===== src/hw/rtl/assert_macros.svh =====
// Assertion macros shared by the velocity estimator RTL.
// Included by the modules that carry concurrent checks; no other dependencies.
`ifndef ASSERT_MACROS_SVH
`define ASSERT_MACROS_SVH
`ifndef SYNTHESIS
// Check a property at every clock edge outside reset.
`define PVE_ASSERT(lbl, clk, rst_n, prop, msg) \
  lbl: assert property (@(posedge clk) disable iff (!rst_n) (prop)) else $error(msg);
// Check that a trigger is followed by a consequence at the next edge.
`define PVE_ASSERT_NEXT(lbl, clk, rst_n, trig, cons, msg) \
  lbl: assert property (@(posedge clk) disable iff (!rst_n) (trig) |=> (cons)) else $error(msg);
`else
`define PVE_ASSERT(lbl, clk, rst_n, prop, msg)
`define PVE_ASSERT_NEXT(lbl, clk, rst_n, trig, cons, msg)
`endif
`endif


===== src/hw/rtl/pve_pkg.sv =====
// Shared types and constants of the position velocity estimator.
// No dependencies; imported by every module of the block.
`default_nettype none

package pve_pkg;

  localparam int unsigned POS_DEPTH_DEFAULT = 16;
  localparam int unsigned VEL_DEPTH_DEFAULT = 16;
  localparam logic [31:0] SCALE_RESET       = 32'h0001_0000;

  // item operation codes
  localparam logic [1:0] OP_SAMPLE  = 2'd0;
  localparam logic [1:0] OP_PRELOAD = 2'd1;
  localparam logic [1:0] OP_CLEAR   = 2'd2;

  // per-item control carried along the pipeline
  typedef struct packed {
    logic valid;
    logic sample;
    logic hist_clr;
    logic sat;
  } pve_tag_t;

endpackage

`default_nettype wire


===== src/hw/rtl/pve_pos_stage.sv =====
// Input register, position ring, difference to the oldest position and scale multiply.
// Depends on pve_pkg and assert_macros.svh.
`default_nettype none
`include "assert_macros.svh"

module pve_pos_stage #(
  parameter int unsigned POSITION_DEPTH = pve_pkg::POS_DEPTH_DEFAULT
) (
  input  logic               clk_i,
  input  logic               rst_ni,
  input  logic               adv_i,
  input  logic               in_valid_i,
  input  logic [1:0]         op_i,
  input  logic signed [31:0] position_i,
  input  logic [31:0]        scale_i,
  output pve_pkg::pve_tag_t  tag_o,
  output logic [63:0]        prod_o,
  output logic               neg_o
);
  import pve_pkg::*;

  localparam int unsigned SlotW = $clog2(POSITION_DEPTH);
  localparam logic [SlotW-1:0] LastSlot = SlotW'(POSITION_DEPTH - 1);

  function automatic logic [SlotW-1:0] slot_next(input logic [SlotW-1:0] s);
    if (s == LastSlot) begin
      return '0;
    end
    return s + SlotW'(1);
  endfunction

  logic               s1_valid_q;
  logic [1:0]         s1_op_q;
  logic [31:0]        s1_pos_q;

  logic [31:0]        pos_mem_q [POSITION_DEPTH];
  logic [31:0]        rd_q;
  logic               rd_valid_q;
  logic [POSITION_DEPTH-1:0] pvalid_q, pvalid_d;
  logic [31:0]        fill_q, fill_d;
  logic [SlotW-1:0]   pslot_q, pslot_d;
  logic [SlotW-1:0]   raddr;
  logic               pwr;
  logic               fwd;
  logic               do_step;

  logic [31:0]        oldest;
  logic [32:0]        diff;
  logic [32:0]        diff_neg;
  logic [31:0]        mag;
  logic [63:0]        prod_d;

  pve_tag_t           tag_q, tag_d;
  logic [63:0]        prod_q;
  logic               neg_q;

  always_ff @(posedge clk_i or negedge rst_ni) begin
    if (!rst_ni) begin
      s1_valid_q <= 1'b0;
    end else if (adv_i) begin
      s1_valid_q <= in_valid_i;
    end
  end

  always_ff @(posedge clk_i) begin
    if (adv_i) begin
      s1_op_q  <= op_i;
      s1_pos_q <= position_i;
    end
  end

  assign do_step = adv_i && s1_valid_q;

  always_comb begin
    pslot_d  = pslot_q;
    pvalid_d = pvalid_q;
    fill_d   = fill_q;
    pwr      = 1'b0;
    if (do_step) begin
      case (s1_op_q)
        OP_SAMPLE: begin
          pwr               = 1'b1;
          pvalid_d[pslot_q] = 1'b1;
          pslot_d           = slot_next(pslot_q);
        end
        OP_PRELOAD: begin
          pvalid_d = '0;
          fill_d   = s1_pos_q;
          pslot_d  = '0;
        end
        OP_CLEAR: begin
          pvalid_d = '0;
          fill_d   = '0;
          pslot_d  = '0;
        end
        default: begin
        end
      endcase
    end
  end

  // prefetch the oldest entry for the item that follows
  assign raddr = slot_next(pslot_d);
  assign fwd   = pwr && (pslot_q == raddr);

  always_ff @(posedge clk_i or negedge rst_ni) begin
    if (!rst_ni) begin
      pslot_q    <= '0;
      pvalid_q   <= '0;
      fill_q     <= '0;
      rd_valid_q <= 1'b0;
    end else begin
      pslot_q    <= pslot_d;
      pvalid_q   <= pvalid_d;
      fill_q     <= fill_d;
      rd_valid_q <= pvalid_d[raddr];
    end
  end

  always_ff @(posedge clk_i) begin
    if (pwr) begin
      pos_mem_q[pslot_q] <= s1_pos_q;
    end
    rd_q <= fwd ? s1_pos_q : pos_mem_q[raddr];
  end

  assign oldest   = rd_valid_q ? rd_q : fill_q;
  assign diff     = {s1_pos_q[31], s1_pos_q} - {oldest[31], oldest};
  assign diff_neg = -diff;
  assign mag      = diff[32] ? diff_neg[31:0] : diff[31:0];
  assign prod_d   = mag * scale_i;

  always_comb begin
    tag_d          = '0;
    tag_d.valid    = s1_valid_q;
    tag_d.sample   = (s1_op_q == OP_SAMPLE);
    tag_d.hist_clr = (s1_op_q == OP_PRELOAD) || (s1_op_q == OP_CLEAR);
  end

  always_ff @(posedge clk_i or negedge rst_ni) begin
    if (!rst_ni) begin
      tag_q <= '0;
    end else if (adv_i) begin
      tag_q <= tag_d;
    end
  end

  always_ff @(posedge clk_i) begin
    if (adv_i) begin
      prod_q <= prod_d;
      neg_q  <= diff[32];
    end
  end

  assign tag_o  = tag_q;
  assign prod_o = prod_q;
  assign neg_o  = neg_q;

  `PVE_ASSERT(a_pslot_range, clk_i, rst_ni, pslot_q <= LastSlot, "position slot out of range")
  `PVE_ASSERT_NEXT(a_pslot_rewind, clk_i, rst_ni, do_step && (s1_op_q == OP_PRELOAD || s1_op_q == OP_CLEAR), pslot_q == '0 && pvalid_q == '0, "position ring not rewound")

endmodule

`default_nettype wire


===== src/hw/rtl/pve_vel_stage.sv =====
// Velocity saturation, velocity ring and running sum with a bias for the divider.
// Depends on pve_pkg and assert_macros.svh.
`default_nettype none
`include "assert_macros.svh"

module pve_vel_stage #(
  parameter int unsigned VELOCITY_DEPTH = pve_pkg::VEL_DEPTH_DEFAULT
) (
  input  logic                                clk_i,
  input  logic                                rst_ni,
  input  logic                                adv_i,
  input  pve_pkg::pve_tag_t                   tag_i,
  input  logic [63:0]                         prod_i,
  input  logic                                neg_i,
  output pve_pkg::pve_tag_t                   tag_o,
  output logic [31+$clog2(VELOCITY_DEPTH):0]  ubias_o
);
  import pve_pkg::*;

  localparam int unsigned SumW  = 32 + $clog2(VELOCITY_DEPTH);
  localparam int unsigned SlotW = (VELOCITY_DEPTH > 1) ? $clog2(VELOCITY_DEPTH) : 1;
  localparam logic [SlotW-1:0] LastSlot = SlotW'(VELOCITY_DEPTH - 1);
  // offset that makes the sum non-negative: depth times 2^31
  localparam logic [SumW:0] Bias = (SumW + 1)'(VELOCITY_DEPTH) << 31;

  function automatic logic [SlotW-1:0] slot_next(input logic [SlotW-1:0] s);
    if (s == LastSlot) begin
      return '0;
    end
    return s + SlotW'(1);
  endfunction

  logic [47:0]              scaled;
  logic [47:0]              lim;
  logic                     sat;
  logic [31:0]              clip;
  logic signed [31:0]       raw;
  logic signed [31:0]       old;
  logic                     do_step;

  logic [31:0]              vmem_q [VELOCITY_DEPTH];
  logic [31:0]              vrd_q;
  logic                     vrd_valid_q;
  logic [VELOCITY_DEPTH-1:0] vvalid_q, vvalid_d;
  logic [SlotW-1:0]         vslot_q, vslot_d;
  logic signed [SumW-1:0]   sum_q, sum_d;
  logic                     vwr;
  logic                     fwd;
  logic [SumW:0]            sum_ext;

  pve_tag_t                 tag_q, tag_d;
  logic [SumW-1:0]          ubias_q;

  assign scaled = prod_i[63:16];
  assign lim    = neg_i ? 48'h0000_8000_0000 : 48'h0000_7FFF_FFFF;
  assign sat    = scaled > lim;
  assign clip   = sat ? lim[31:0] : scaled[31:0];
  assign raw    = neg_i ? -clip : clip;
  assign old    = vrd_valid_q ? vrd_q : '0;

  assign do_step = adv_i && tag_i.valid;

  always_comb begin
    vslot_d  = vslot_q;
    vvalid_d = vvalid_q;
    sum_d    = sum_q;
    vwr      = 1'b0;
    if (do_step && tag_i.sample) begin
      vwr               = 1'b1;
      vvalid_d[vslot_q] = 1'b1;
      vslot_d           = slot_next(vslot_q);
      sum_d             = sum_q - SumW'(old) + SumW'(raw);
    end else if (do_step && tag_i.hist_clr) begin
      vvalid_d = '0;
      vslot_d  = '0;
      sum_d    = '0;
    end
  end

  // prefetch the entry that the next sample overwrites
  assign fwd = vwr && (vslot_q == vslot_d);

  always_ff @(posedge clk_i or negedge rst_ni) begin
    if (!rst_ni) begin
      vslot_q     <= '0;
      vvalid_q    <= '0;
      sum_q       <= '0;
      vrd_valid_q <= 1'b0;
    end else begin
      vslot_q     <= vslot_d;
      vvalid_q    <= vvalid_d;
      sum_q       <= sum_d;
      vrd_valid_q <= vvalid_d[vslot_d];
    end
  end

  always_ff @(posedge clk_i) begin
    if (vwr) begin
      vmem_q[vslot_q] <= raw;
    end
    vrd_q <= fwd ? raw : vmem_q[vslot_d];
  end

  assign sum_ext = (SumW + 1)'(sum_d);

  always_comb begin
    tag_d     = tag_i;
    tag_d.sat = tag_i.sample && sat;
  end

  always_ff @(posedge clk_i or negedge rst_ni) begin
    if (!rst_ni) begin
      tag_q <= '0;
    end else if (adv_i) begin
      tag_q <= tag_d;
    end
  end

  always_ff @(posedge clk_i) begin
    if (adv_i) begin
      ubias_q <= SumW'(sum_ext + Bias);
    end
  end

  assign tag_o   = tag_q;
  assign ubias_o = ubias_q;

  `PVE_ASSERT(a_vslot_range, clk_i, rst_ni, vslot_q <= LastSlot, "velocity slot out of range")
  `PVE_ASSERT_NEXT(a_hist_cleared, clk_i, rst_ni, do_step && tag_i.hist_clr, sum_q == '0 && !vrd_valid_q, "velocity history not cleared")

endmodule

`default_nettype wire


===== src/hw/rtl/pve_div.sv =====
// Floor division of the biased velocity sum by the velocity ring depth.
// A shift for power-of-two depths, else a long division eight bits per stage.
// Depends on pve_pkg.
`default_nettype none

module pve_div #(
  parameter int unsigned VELOCITY_DEPTH = pve_pkg::VEL_DEPTH_DEFAULT
) (
  input  logic                                clk_i,
  input  logic                                rst_ni,
  input  logic                                adv_i,
  input  pve_pkg::pve_tag_t                   tag_i,
  input  logic [31+$clog2(VELOCITY_DEPTH):0]  ubias_i,
  output pve_pkg::pve_tag_t                   tag_o,
  output logic [31:0]                         quot_o
);
  import pve_pkg::*;

  localparam int unsigned SumW   = 32 + $clog2(VELOCITY_DEPTH);
  localparam bit          IsPow2 = (VELOCITY_DEPTH & (VELOCITY_DEPTH - 1)) == 0;

  if (IsPow2) begin : g_shift
    localparam int unsigned Log2 = $clog2(VELOCITY_DEPTH);
    pve_tag_t    tag_q;
    logic [31:0] quot_q;

    always_ff @(posedge clk_i or negedge rst_ni) begin
      if (!rst_ni) begin
        tag_q <= '0;
      end else if (adv_i) begin
        tag_q <= tag_i;
      end
    end

    always_ff @(posedge clk_i) begin
      if (adv_i) begin
        quot_q <= 32'(ubias_i >> Log2);
      end
    end

    assign tag_o  = tag_q;
    assign quot_o = quot_q;
  end else begin : g_long
    localparam int unsigned Stages = (SumW + 7) / 8;
    localparam int unsigned WorkW  = Stages * 8;
    localparam int unsigned RemW   = $clog2(VELOCITY_DEPTH) + 1;
    localparam logic [RemW:0] Divisor = (RemW + 1)'(VELOCITY_DEPTH);

    // dividend bits leave at the top of work, quotient bits enter at the bottom
    typedef struct packed {
      logic [WorkW-1:0] work;
      logic [RemW-1:0]  rem;
    } div_st_t;

    function automatic div_st_t step8(input div_st_t st_in);
      div_st_t     s;
      logic [RemW:0] t;
      logic        ge;
      s = st_in;
      for (int j = 0; j < 8; j++) begin
        t      = {s.rem, s.work[WorkW-1]};
        ge     = (t >= Divisor);
        s.work = {s.work[WorkW-2:0], ge};
        s.rem  = ge ? RemW'(t - Divisor) : t[RemW-1:0];
      end
      return s;
    endfunction

    div_st_t  st_q  [Stages];
    pve_tag_t tag_q [Stages];

    for (genvar g = 0; g < Stages; g++) begin : g_stage
      div_st_t  st_in;
      pve_tag_t tag_in;

      if (g == 0) begin : g_first
        assign st_in  = {WorkW'(ubias_i), RemW'(0)};
        assign tag_in = tag_i;
      end else begin : g_rest
        assign st_in  = st_q[g-1];
        assign tag_in = tag_q[g-1];
      end

      always_ff @(posedge clk_i or negedge rst_ni) begin
        if (!rst_ni) begin
          tag_q[g] <= '0;
        end else if (adv_i) begin
          tag_q[g] <= tag_in;
        end
      end

      always_ff @(posedge clk_i) begin
        if (adv_i) begin
          st_q[g] <= step8(st_in);
        end
      end
    end

    assign tag_o  = tag_q[Stages-1];
    assign quot_o = st_q[Stages-1].work[31:0];
  end

endmodule

`default_nettype wire


===== src/hw/rtl/position_velocity_estimator.sv =====
// Top level of the position velocity estimator: scale register, pipeline control
// and output register. Depends on pve_pkg, pve_pos_stage, pve_vel_stage, pve_div.
//
// Usage:
//   Input channel (in_valid_i, in_stall_o, op_i, position_i): a transfer happens
//   on a rising edge with in_valid_i high and in_stall_o low. op_i selects a
//   position sample, a preload of the position ring, or a clear of all history.
//   Output channel (out_valid_o, out_stall_i, velocity_o, saturated_o): one
//   result per input item, in order. Preload, clear and unused codes give zero.
//   Configuration: cfg_we_i writes cfg_wdata_i into the Q16.16 velocity scale.
//   Throughput: one item per clock while out_stall_i does not hold the
//   pipeline. An item passes through the input, product and sum registers,
//   the divider stages and the output register on its way to out_valid_o.
//   Reset: both rings read as zero, sums and slots are zero, scale is 1.0, no
//   result is pending.
//   Stall: while a result waits and out_stall_i is high, the whole pipeline
//   holds and in_stall_o is raised in the same cycle.
`default_nettype none

module position_velocity_estimator #(
  parameter int unsigned POSITION_DEPTH = pve_pkg::POS_DEPTH_DEFAULT,
  parameter int unsigned VELOCITY_DEPTH = pve_pkg::VEL_DEPTH_DEFAULT
) (
  input  logic               clk_i,
  input  logic               rst_ni,
  input  logic               cfg_we_i,
  input  logic [31:0]        cfg_wdata_i,
  input  logic               in_valid_i,
  output logic               in_stall_o,
  input  logic [1:0]         op_i,
  input  logic signed [31:0] position_i,
  output logic               out_valid_o,
  input  logic               out_stall_i,
  output logic signed [31:0] velocity_o,
  output logic               saturated_o
);
  import pve_pkg::*;

  localparam int unsigned SumW = 32 + $clog2(VELOCITY_DEPTH);

  logic [31:0]     scale_q;
  logic            adv;
  pve_tag_t        pos_tag;
  logic [63:0]     prod;
  logic            neg;
  pve_tag_t        vel_tag;
  logic [SumW-1:0] ubias;
  pve_tag_t        div_tag;
  logic [31:0]     quot;

  logic            out_valid_q;
  logic [31:0]     velocity_q;
  logic            sat_q;

  always_ff @(posedge clk_i or negedge rst_ni) begin
    if (!rst_ni) begin
      scale_q <= SCALE_RESET;
    end else if (cfg_we_i) begin
      scale_q <= cfg_wdata_i;
    end
  end

  // advance everything unless a held result is stalled
  assign adv        = !out_valid_q || !out_stall_i;
  assign in_stall_o = !adv;

  pve_pos_stage #(
    .POSITION_DEPTH(POSITION_DEPTH)
  ) u_pos (
    .clk_i      (clk_i),
    .rst_ni     (rst_ni),
    .adv_i      (adv),
    .in_valid_i (in_valid_i),
    .op_i       (op_i),
    .position_i (position_i),
    .scale_i    (scale_q),
    .tag_o      (pos_tag),
    .prod_o     (prod),
    .neg_o      (neg)
  );

  pve_vel_stage #(
    .VELOCITY_DEPTH(VELOCITY_DEPTH)
  ) u_vel (
    .clk_i   (clk_i),
    .rst_ni  (rst_ni),
    .adv_i   (adv),
    .tag_i   (pos_tag),
    .prod_i  (prod),
    .neg_i   (neg),
    .tag_o   (vel_tag),
    .ubias_o (ubias)
  );

  pve_div #(
    .VELOCITY_DEPTH(VELOCITY_DEPTH)
  ) u_div (
    .clk_i   (clk_i),
    .rst_ni  (rst_ni),
    .adv_i   (adv),
    .tag_i   (vel_tag),
    .ubias_i (ubias),
    .tag_o   (div_tag),
    .quot_o  (quot)
  );

  always_ff @(posedge clk_i or negedge rst_ni) begin
    if (!rst_ni) begin
      out_valid_q <= 1'b0;
    end else if (adv) begin
      out_valid_q <= div_tag.valid;
    end
  end

  // drop the bias by flipping the top bit of the quotient
  always_ff @(posedge clk_i) begin
    if (adv) begin
      velocity_q <= div_tag.sample ? (quot ^ 32'h8000_0000) : '0;
      sat_q      <= div_tag.sat;
    end
  end

  assign out_valid_o = out_valid_q;
  assign velocity_o  = velocity_q;
  assign saturated_o = sat_q;

endmodule

`default_nettype wire


===== config.mk =====
export PLATFORM = sky130hd
export DESIGN_NAME = position_velocity_estimator
export DESIGN_NICKNAME = d
export VERILOG_FILES = /design/src/hw/rtl/pve_pkg.sv /design/src/hw/rtl/pve_pos_stage.sv /design/src/hw/rtl/pve_vel_stage.sv /design/src/hw/rtl/pve_div.sv /design/src/hw/rtl/position_velocity_estimator.sv
export VERILOG_INCLUDE_DIRS = /design/src /design/src/hw/rtl
export SDC_FILE = /design/constraint.sdc
export NUM_CORES = 2
export LEC_CHECK = 0
export ABC_AREA = 0
export BUFFER_PORTS_ARGS = -buffer_cell sky130_fd_sc_hd__buf_2
export CELL_PAD_IN_SITES_DETAIL_PLACEMENT = 1
export CELL_PAD_IN_SITES_GLOBAL_PLACEMENT = 1
export CORE_ASPECT_RATIO = 1.25
export CORE_MARGIN = 3
export CORE_UTILIZATION = 37
export DETAILED_ROUTE_END_ITERATION = 16
export PLACE_DENSITY_LB_ADDON = 0.1
export SETUP_SLACK_MARGIN = 0.1
export SKIP_CTS_REPAIR_TIMING = 1
export SLEW_MARGIN = 0
export SYNTH_ARGS = -nofsm -noshare
export SYNTH_HDL_FRONTEND = slang
export SYNTH_HIERARCHICAL = 1
export SYNTH_SLANG_ARGS = --single-unit

===== constraint.sdc =====
create_clock -name clk_i -period 16.9 [get_ports clk_i]
set_input_delay 2.535 -clock clk_i [delete_from_list [all_inputs] [get_ports clk_i]]
set_output_delay 2.535 -clock clk_i [all_outputs]
set_load 0.01 [all_outputs]

Word level (Yosys, flattened, before mapping)
Memories as Yosys holds them, arrays and structs flattened. A register that Yosys moved wholly into a read port is not among the register bits.
Cells that the tools add are included.
{"block": "classes", "n_addsub": 9, "n_mul": 1, "order_cmp": 7, "eq_ne": 5, "muxes": 44, "bitwise_logic": 3, "n_reduce_logical": 16}
{"operator": "$mux 32", "count": 6}
{"operator": "$mux 36", "count": 2}
{"operator": "$mul 32x32->64", "count": 1}
{"operator": "$neg 32->32", "count": 2}
{"operator": "$pmux 32 s2", "count": 1}
{"operator": "$gt 48x48->1", "count": 1}
{"operator": "$mux 16", "count": 3}
{"operator": "$add 36x32->36", "count": 1}
{"operator": "$add 36x36->36 const B", "count": 1}
{"operator": "$mux 4", "count": 9}
{"operator": "$sub 36x32->36", "count": 1}
{"operator": "$sub 32x32->33", "count": 1}
{"operator": "$or 16x16->16", "count": 2}
{"operator": "$pmux 16 s2", "count": 1}
{"operator": "$lt 4x5->1 const B", "count": 4}
{"operator": "$mux 1", "count": 17}
{"operator": "$add 4x1->4 const B", "count": 3}
{"operator": "$eq 4x4->1 const B", "count": 3}
{"operator": "$bmux 1 s4", "count": 2}
{"operator": "$demux 1 s4", "count": 2}
{"operator": "$ge 4x1->1 const B", "count": 2}
{"operator": "$pmux 4 s2", "count": 1}
{"operator": "$logic_and 1x1->1", "count": 7}
{"operator": "$logic_not 1->1", "count": 3}
{"operator": "other kinds (8)", "count": 9}
{"block": "word_totals", "regBits": 353, "ramBits": 1024, "input_bits": 71, "out_inout_bits": 35, "elab_cells": 115, "mem_count": 2}
{"name": "u_pos.pos_mem_q", "depth": 16, "width": 32, "rd": 1, "rd_clocked_by_memory_dff": 1, "write_ports": 1, "line": "pve_pos_stage.sv:36", "source": "logic [31:0] pos_mem_q [POSITION_DEPTH];"}
{"name": "u_vel.vmem_q", "depth": 16, "width": 32, "rd": 1, "rd_clocked_by_memory_dff": 1, "write_ports": 1, "line": "pve_vel_stage.sv:41", "source": "logic [31:0] vmem_q [VELOCITY_DEPTH];"}

Longest topological paths before layout
{"block": "logic_depth", "depth_word": 12, "depth_mapped": 47, "ltp_nobuf": 43}

Hierarchy
Netlist, hierarchy kept.
{"mod": "pve_pos_stage", "n_inst": 1, "cells_per_inst": 5337, "area_per_inst_um2": 61908.1, "seq_area_each_um2": 20414.6}
{"mod": "pve_vel_stage", "n_inst": 1, "cells_per_inst": 1887, "area_per_inst_um2": 28876.4, "seq_area_each_um2": 18622.9}
{"mod": "position_velocity_estimator", "n_inst": 1, "cells_per_inst": 140, "area_per_inst_um2": 2591.2, "seq_area_each_um2": 1818.0}
{"mod": "pve_div", "n_inst": 1, "cells_per_inst": 40, "area_per_inst_um2": 1106.1, "seq_area_each_um2": 1061.0}

Worst setup path before layout
Ideal clock, no wire load.
{"block": "synth_path", "path_type": "flip-flop to flip-flop", "from": "register u_pos.rd_valid_q", "to": "register u_pos.prod_q[62] (netlist: u_pos/prod_o[62]) (data pin)", "setup_time_ns": 0.263, "arrival_ns": 11.660, "required_time_ns": 16.637, "path_slack_ns": 4.977, "path_stages_with_launch": 42, "path_buffers": 5, "period_less_slack_ns": 11.923, "cell_sequence": "dfrtp_1 > clkbuf_1 > buf_1 > mux2i_1 > ha_1 > clkbuf_1 > o21a_1 > o2111a_1 > a21boi_1 > nor2_4 > xnor2_1 > or4_4 > or4b_4 > or4_4 > o31a_1 > xor2_1 > clkbuf_1 > nand2_1 > [6 not listed] > inv_1 > fa_1 > fa_1 > fa_1 > ha_1 > ha_1 > clkbuf_1 > a21oi_1 > o21ai_0 > a21o_1 > a21o_1 > a21o_1 > a221o_1 > or3_1 > o21ai_0 > o21ai_0 > a311oi_1 > xnor2_1"}
{"block": "synth_between", "elab_chain_len": 5}
{"element": "from (decl)", "line": "pve_pos_stage.sv:38", "source": "logic rd_valid_q;"}
{"element": "from (signal assigned)", "line": "pve_pos_stage.sv:116", "source": "rd_valid_q <= pvalid_d[raddr];"}
{"element": "$mux 32 (*)", "line": "pve_pos_stage.sv:127", "source": "assign oldest = rd_valid_q ? rd_q : fill_q;"}
{"element": "$sub 32x32->33 (*)", "line": "pve_pos_stage.sv:128", "source": "assign diff = {s1_pos_q[31], s1_pos_q} - {oldest[31], oldest};"}
{"element": "$neg 32->32", "line": "pve_pos_stage.sv:129", "source": "assign diff_neg = -diff;"}
{"element": "$mux 32 (*)", "line": "pve_pos_stage.sv:130", "source": "assign mag = diff[32] ? diff_neg[31:0] : diff[31:0];"}
{"element": "$mul 32x32->64 (*)", "line": "pve_pos_stage.sv:131", "source": "assign prod_d = mag * scale_i;"}
{"element": "via u_pos.prod_d[62]", "line": "pve_pos_stage.sv:51", "source": "logic [63:0] prod_d;"}
{"element": "to (signal assigned)", "line": "pve_pos_stage.sv:150", "source": "prod_q <= prod_d;"}
{"element": "to (decl)", "line": "pve_pos_stage.sv:54", "source": "logic [63:0] prod_q;"}
The timed path passes the listed nets; every way through them passes the cells marked *.
A chain may end at the register's enable or synchronous reset.

Worst setup path after layout
Same ends and word-level chain as after synthesis.

==> flow_summary_export.csv <==
group,metric,value,unit
cells_and_area,layout_common_cells,"1204 x edfxtp_1, 1091 x inv_1, 932 x fa_1, 785 x nand2_1, 534 x and2_1",
cells_and_area,drive_gt1_frac,0.1275,
drt,route.detailed.drc,0,
sta,maxSlewViolCount,0,
die,die-height,568.4,um
grt,grt_pass1_vias,63930,
drt,wl_per_cell,24.96,um
logic_synthesis,netlist_instances,7350,
sta,finalSetupViolations,0,
setup_path,cp_common_cell,"fa_1",
setup_path,crit_path_max_incr_delay,0.81,ns
setup_path,r2r-start,"u_pos/rd_valid_q",
worst_hold_path,hold_end,"u_div/quot_o[24]",
placement,portBuffers,105,
setup_path,critPathSlowestCell,"dfrtp_2",
clocking,cts_sinks,1421,
setup_path,regToRegSetupSlack,3.04,ns
setup_path,crit_path_start_kind,"flop",
grt,grt_pass1_wl,414700,um
logic_synthesis,yosysWarnings,6,
setup_path,critical_path_peak_fanout,23,
clocking,h-tree-depth,4,
drt,finalWirelength,270100,um
logic_synthesis,synth_nets,8731,
clocking,cts_root_buffer,"clkbuf_16",
sta,fin_skew,0.09075,ns
drt,via_per_inst,5.225,
clocking,cts_made_buffers,161,
setup_path,cp-end-kind,"flop",
sta,min_period_over_period,0.8202,
grt,grt_usage,0.2111,
worst_hold_path,holdCritPathClass,"flop to flop",
clocking,cts_tree,"built",
logic_synthesis,syn_avg_cell_area,12.74,um2
clocking,cts.clk_slew.worst_paths,0.06,ns
sta,fmax,72.14,MHz
setup_path,rr_worst_depth,37,
grt,antenna_found_initial,8,
drt,ant_nets,0,
setup_path,critPathRequiredTime,17.42,ns
drt,dr.pass1.iters,5,
sta,rsz0062_at_grt,"no",
worst_hold_path,holdPathStages,0,
setup_path,reg2reg_to,"u_pos/prod_o[62]",
die,rows,205,
worst_hold_path,min_from,"u_vel/ubias_o[28]",
die,pin_count,106,
die,initial_core_util,0.3735,
placement,gp_congestion,0.8402,
grt,grt_max_degree,132,
cells_and_area,num-fill-cells,25960,
cells_and_area,layout_commonest_cell,"edfxtp_1",
sta,tightest_slew,1.416,ns
grt,overflow,0,
drt,drt_iter0_markers,3214,
outcome,outcome,"complete, no violations",
run,cap_violations,0,
clocking,clock_path_buffers,4,
logic_synthesis,syn_area,93610,um2
cells_and_area,nNetsFinal,8762,
sta,hold_violations,0,
setup_path,crit_type,"flop to flop",
die,die_area,259100,um2
cells_and_area,area_delta_synth_final,10.65,%
die,coreArea,250600,um2
drt,num_vias,56550,
placement,post-dp-hpwl,187600,um
placement,placed_cells,10530,
cells_and_area,fin_cells,10820,
sta,finalCriticalPeriod,13.86,ns
sta,slew_headroom,0.05617,
setup_path,arrival,14.39,ns
sta,fin_tns_setup,0,ns
die,die-width,455.9,um
clocking,insertion_delay,0.83,ns
## worst max-delay path, delay by kind of cell (launching register included)
family / cells / cell delay [ns]
adders and majority gates: 11 / 4.92
AOI/OAI and AO/OA: 14 / 4.32
and+or+nand+nor: 5 / 1.83
DFF: 1 / 0.81
xor gates and xnor gates: 2 / 0.58
muxes: 1 / 0.41
buffers and inverters: 4 / 0.61
## layout make-up
class                   instances  area, um2  area share
multi-input cells            4451      47250      0.4562
flip-flops and latches       1421      41280      0.3985
clock buffers                 212       4415     0.04263
well taps                    3312       4144     0.04001
inverters                    1094       4109     0.03967
repair buffers                252       1677     0.01619
clock inverters                75      688.2    0.006644
diodes                          6      15.01   0.0001450
## metrics by stage
stage	utilization	setup slack [ns]	instance area (um2)	hold WS, ns
after floorplan	-	4.977	93610	0.4003
after global placement	0.3929	3.315	98450	0.4041
after detailed placement	0.3929	3.122	98450	0.4052
after CTS	0.4132	2.983	103600	0.4065
after global routing	0.4133	2.324	103600	0.4161
final	0.4133	3.038	103600	0.4063
## per-layer routing
| layer | global-route usage | vias to the layer above | wire, um |
|---|---|---|---|
| met5 | 0 | - | 0 |
| met4 | 0.04409 | 0 | 5231 |
| met3 | 0.01926 | 291 | 8013 |
| met2 | 0.3772 | 854 | 139200 |
| met1 | 0.2798 | 30530 | 117700 |
| li1 | - | 24880 | - |
## state kept, by name (all words and copies together), names as in the netlist, 4 cells and up
name	flops
velocity_o	32
u_pos/pslot_q	4
u_vel/vmem_q	512
u_vel/ubias_o	32
u_vel/vrd_q	32
u_vel/vvalid_q	16
u_vel/sum_q	36
u_vel/vslot_q	4
u_pos/s1_pos_q	32
u_div/quot_o	32
u_pos/prod_o	48
u_pos/pvalid_q	16
scale_q	32
u_pos/pos_mem_q	512
u_pos/rd_q	32
u_pos/fill_q	32
## how the worst max path moves through the flow
stage,slack [ns],cells after the start,end,start
6_report,3.04,37,u_pos/prod_o[62],u_pos/rd_valid_q
2_1_floorplan,4.98,41,u_pos/prod_o[62],u_pos/rd_valid_q
3_5_place_dp,3.12,37,u_pos/prod_o[62],u_pos/rd_valid_q
3_3_place_gp,3.32,37,u_pos/prod_o[62],u_pos/rd_valid_q
5_1_grt,2.32,37,u_pos/prod_o[62],u_pos/rd_valid_q
4_1_cts,2.98,37,u_pos/prod_o[62],u_pos/rd_valid_q
Power is left out: the tool's default activity adds up to more than one toggle a clock period on the data nets, which glitch-free logic cannot reach.
